**config.mk**
```make
export PLATFORM = sky130hd
export DESIGN_NAME = askc_ram
export DESIGN_NICKNAME = d
export VERILOG_FILES = /design/src/rtl/askc_ram.sv
export SDC_FILE = /design/constraint.sdc
export NUM_CORES = 1
export LEC_CHECK = 0
export ABC_CLOCK_PERIOD_IN_PS = 1100
export BUFFER_PORTS_ARGS = -buffer_cell sky130_fd_sc_hd__buf_4
export CORE_MARGIN = 10
export CORE_UTILIZATION = 53
export CTS_BUF_LIST = sky130_fd_sc_hd__clkbuf_4 sky130_fd_sc_hd__clkbuf_8
export DETAILED_ROUTE_END_ITERATION = 10
export PLACE_DENSITY = 0.85
export SLEW_MARGIN = 20
export SYNTH_ARGS = -nofsm -noshare
export SYNTH_HDL_FRONTEND = slang
export SYNTH_SLANG_ARGS = --single-unit
```
**constraint.sdc**
```tcl
create_clock -name clk -period 1.1 [get_ports clk]
set_clock_uncertainty 0.05 [all_clocks]
set_input_delay 0.11 -clock clk [delete_from_list [all_inputs] [get_ports clk]]
set_output_delay 0.11 -clock clk [all_outputs]
set_load 0.03 [all_outputs]
```
**src/rtl/askc_ram.sv**
```systemverilog
`timescale 1ns / 1ps
// ----------------------------------------------------------------------------
// askc_ram
// Simple dual-port RAM: one write port, one read port, registered read data.
// ----------------------------------------------------------------------------
module askc_ram #(
  parameter int WIDTH = 8,
  parameter int DEPTH = 2
) (
  input  logic                     clk,
  input  logic                     wen,
  input  logic [$clog2(DEPTH)-1:0] waddr,
  input  logic [WIDTH-1:0]         wdata,
  input  logic                     ren,
  input  logic [$clog2(DEPTH)-1:0] raddr,
  output logic [WIDTH-1:0]         rdata
);

  logic [WIDTH-1:0] mem [DEPTH];

  always_ff @(posedge clk) begin
    if (wen) begin
      mem[waddr] <= wdata;
    end
    if (ren) begin
      rdata <= mem[raddr];
    end
  end

endmodule

```
### Word level (Yosys, flattened, before mapping)

Memories as Yosys holds them, arrays and structs flattened. A register that Yosys moved wholly into a read port is not among the register bits.
Index checks and enable logic that the tools add are counted.

| storage, ports and cells | value |
|---|---|
| register bits | 0 |
| RAM bits | 16 |
| bits of input ports | 13 |
| output and inout port bits | 8 |
| logic and storage cells | 3 |
| memories kept | 1 |

Memories:

| name | words | bits a word | rd ports | clocked after Yosys merged registers in | wr ports | line | text |
|---|---|---|---|---|---|---|---|
| mem | 2 | 8 | 1 | 1 | 1 | 19 | `logic [WIDTH-1:0] mem [DEPTH];` |

| cells by class | value |
|---|---|
| multiplexer cells | 2 |

Operator list:

| cell | count |
|---|---|
| $mux 1 | 2 |

### Depth between registers and ports, before layout

| depth | value |
|---|---|
| depth after elaboration | 2 |
| depth in mapped cells | 2 |

### Worst setup path before layout

OpenSTA, ideal clock, no wires.

| timing path | value |
|---|---|
| path kind | input-to-reg |
| start point | input wen |
| end point | memory mem[0][0], enable pin |
| data arrival time | 0.530 ns |
| required time | 0.677 ns |
| setup slack | 0.147 ns |
| stages | 1 |
| cells stage by stage | nor2b_1 |

| on the way | value |
|---|---|
| cells in the longest elaborated chain, start to end | 2 |

RTL lines:

| item | line | text |
|---|---|---|
| start: declaration | 11 | `input logic wen,` |
| $mux 1 | 22 | `if (wen) begin` |
| $mux 1 (implied by the code) | 23 | `mem[waddr] <= wdata;` |
| end: declaration | 19 |  |

Every way passes these cells.

### Worst setup path after layout

| timing path | value |
|---|---|
| start point | register rdata[1], read port of mem |
| end point | output rdata[1] |

RTL lines:

| item | line | text |
|---|---|---|
| start: declaration | 16 | `output logic [WIDTH-1:0] rdata` |

No word-level cell between the ends.

==> reports/metrics.csv <==
stage,metric,value,unit
route,DRT Wirelength,1210,um
setup_path,Worst Path Arrival,0.86,ns
setup_path,FF-to-FF path depth,1,
cts,clk_lat worst skew,0.30,ns
die,Die Wd,60.4,um
sta,Slew Limit Fails,0,
global_route,remaining global-route overflow,0,
min_path,Hold Path Origin,raddr,
global_route,first-pass GRT wire length,1940,um
route,wire per inst,14.4,um
route,DRT Pass-1 Iters,4,
cts,CTS clock-pin slew for the worst setup and hold paths,0.12,ns
cts,CTS tree,done,
synth,syn_nets,48,
synth,post-synth top area cell,edfxtp_1,
setup_path,CP endpoint kind,primary output,
setup_path,Slowest Stage Delay on Critical Path,0.39,ns
sta,Final Hold Viols,0,
global_route,met2 usage,10.0,%
sta,minimum hold slack,0.185,ns
sta,Worst Tran Pin Value,0.366,ns
setup_path,R2R Path End,rdata[5]$_DFFE_PP_,
setup_path,CP Launch Type,flip-flop,
synth,synth warn,0,
synth,ranking of synthesized cells by area,"edfxtp_1 (83%), mux2_4 (14%), buf_6 (1.3%), and2_1 (0.72%), nor2b_1 (0.72%)",
min_path,hold path depth,2,
global_route,vias in the first global route,417,
route,DRC,0,
synth,synth unique cells,5,
setup_path,R2R Setup Slk,0.16,ns
setup_path,Critical Path Fanout Max,1,
synth,Post-Syn Area per Cell,24.7,um^2
placement,DP Cell Count,71,
synth,register area share after synthesis,83.4,%
setup_path,Crit-path slowest cell,edfxtp_1,
pwr,Total Power,1.92,mW
sta,RSZ-0062 raised after global routing,false,
status,outcome,"finished, final reports clean",
min_path,Min-Delay Endpoint,rdata[3]$_DFFE_PP_,
min_path,HP Class,primary input to flip-flop,
cts,clock root buffer,clkbuf_4,
setup_path,Crit Path Category,flip-flop to primary output,
pwr,leakage power,0.467,nW
route,Initial DRC Count,10,
sta,Setup TNS,0,ns
cts,clock sinks,24,
die,Die Area,3650,um^2
sta,Slew HR,75.6,%
sta,final setup fails,0,
global_route,largest net degree at the start of global routing,15,
global_route,GR peak layer,met2,
cells_and_area,Area Overhead vs Synth,36.2,%
cells_and_area,Final Core Density,77.3,%
cells_and_area,"commonest non-fill, non-tap cells in the layout","edfxtp_1 (24), buf_4 (20), dlygate4sd3_1 (9)",
global_route,Global Route Usage Sum,7.18,%
die,initial core utilization,56.7,%
sta,fin crit period,1.02,ns
die,area of the core,1520,um^2
pwr,worst vdd ir,1510,uV
die,Rows,14,
run,MaxCap Viol Count,0,
synth,#FFs+latches synth,24,
cells_and_area,"commonest non-fill, non-tap cell in the layout",edfxtp_1,
setup_path,r2r startpoint,mem[1][5]$_DFFE_PP_,
cells_and_area,layout cells sized above 1,48.5,%
global_route,antenna violations before repair,0,
cells_and_area,# fillers,70,
global_route,met3 Resource Use GR,4.80,%
setup_path,critical-path cell list,buf_4,
global_route,GR Util met1,7.77,%
synth,Syn Std Cell Area,865,um^2
cts,cts bufs inserted,3,
setup_path,Top delay family on crit path,flip-flops,
route,Antenna Nets Post-Route,0,
die,Die Height,60.4,um
cells_and_area,nets@finish,82,
sta,f_max,976,MHz
cells_and_area,Final Non-Filler Cells,84,
placement,Routability Congestion,0.623,
cells_and_area,ant diodes,0,
die,IO Pins,21,
cts,setup bufs post-CTS,0,
cts,CTS Buffer Depth,2,
cts,H-tree depth,1,
synth,share of the synthesized area in the top cell type,83.4,%
placement,Port Buffer Count,20,
setup_path,Required @ worst endpoint,0.94,ns
setup_path,Buf/Inv on CP,1,
synth,Syn Inst Count,35,
pwr,P per Cell Area,1630,nW/um^2
route,vias,399,
sta,Tcrit/Tclk final,93.2,%
route,drt via density,4.75,
## per-layer routing
layer	up-vias	part of all wire, %
met5	-	0
met4	0	0
met3	0	17
met2	21	43
met1	175	40
li1	203	-
## kinds of logic (layout without fill, tap and decap cells)
kind of cell  after synthesis  after routing  share of synthesized area [%]
buf+inv                     1             34                           1.30
flops                      24             24                           83.4
mux                         8              8                           13.9
simple gates                2              2                           1.45
## per-stage QoR
stage / area [um^2] / setup WS, ns
global route: 1180 / 0.00359
finish: 1180 / 0.0752
detailed placement: 1030 / 0.148
CTS: 1160 / 0.0504
global placement: 1030 / 0.189
floorplan: 865 / 0.147
## repair_timing
item	4_1_cts	5_1_grt
hold endpoints to repair	16	4
setup endpoints to repair	0	1
hold buffers	8	1
gates resized for setup	0	1
## final cells by class
cell class | count | area [um^2] | share of cell area [%]
multi-input combinational | 10 | 133 | 11.3
clock inverter | 1 | 30.0 | 2.55
clock buffer | 3 | 22.5 | 1.91
sequential | 24 | 721 | 61.2
tap | 16 | 20.0 | 1.70
timing repair buffer | 30 | 251 | 21.4
## synthesized netlist by cell type
library cell and instances:
and2_1 1, mux2_4 8, buf_6 1, nor2b_1 1
edfxtp_1 24
## state kept, by name, summed over array words and instances, names as in the netlist
| signal | cells |
|---|---|
| mem | 16 |
| rdata | 8 |
## power by group
part           switching, mW  total [mW]  internal, mW
clock network          0.242       0.610         0.368
logic                 0.0951       0.213         0.118
registers             0.0163        1.10          1.08
## how the worst max path moves through the flow
stage,to,slack [ns],from,cells after the start
final,rdata[1],0.08,rdata[1]$_DFFE_PP_,1
after CTS,rdata[1],0.05,rdata[1]$_DFFE_PP_,1
after global placement,rdata[6]$_DFFE_PP_,0.19,mem[0][6]$_DFFE_PP_,1
after detailed placement,mem[1][3]$_DFFE_PP_,0.15,waddr,2
after global routing,rdata[7],0.004,rdata[7]$_DFFE_PP_,1
after floorplan,mem[0][0]$_DFFE_PP_,0.15,wen,1
Note: power is estimated with default switching activity, not from simulation.
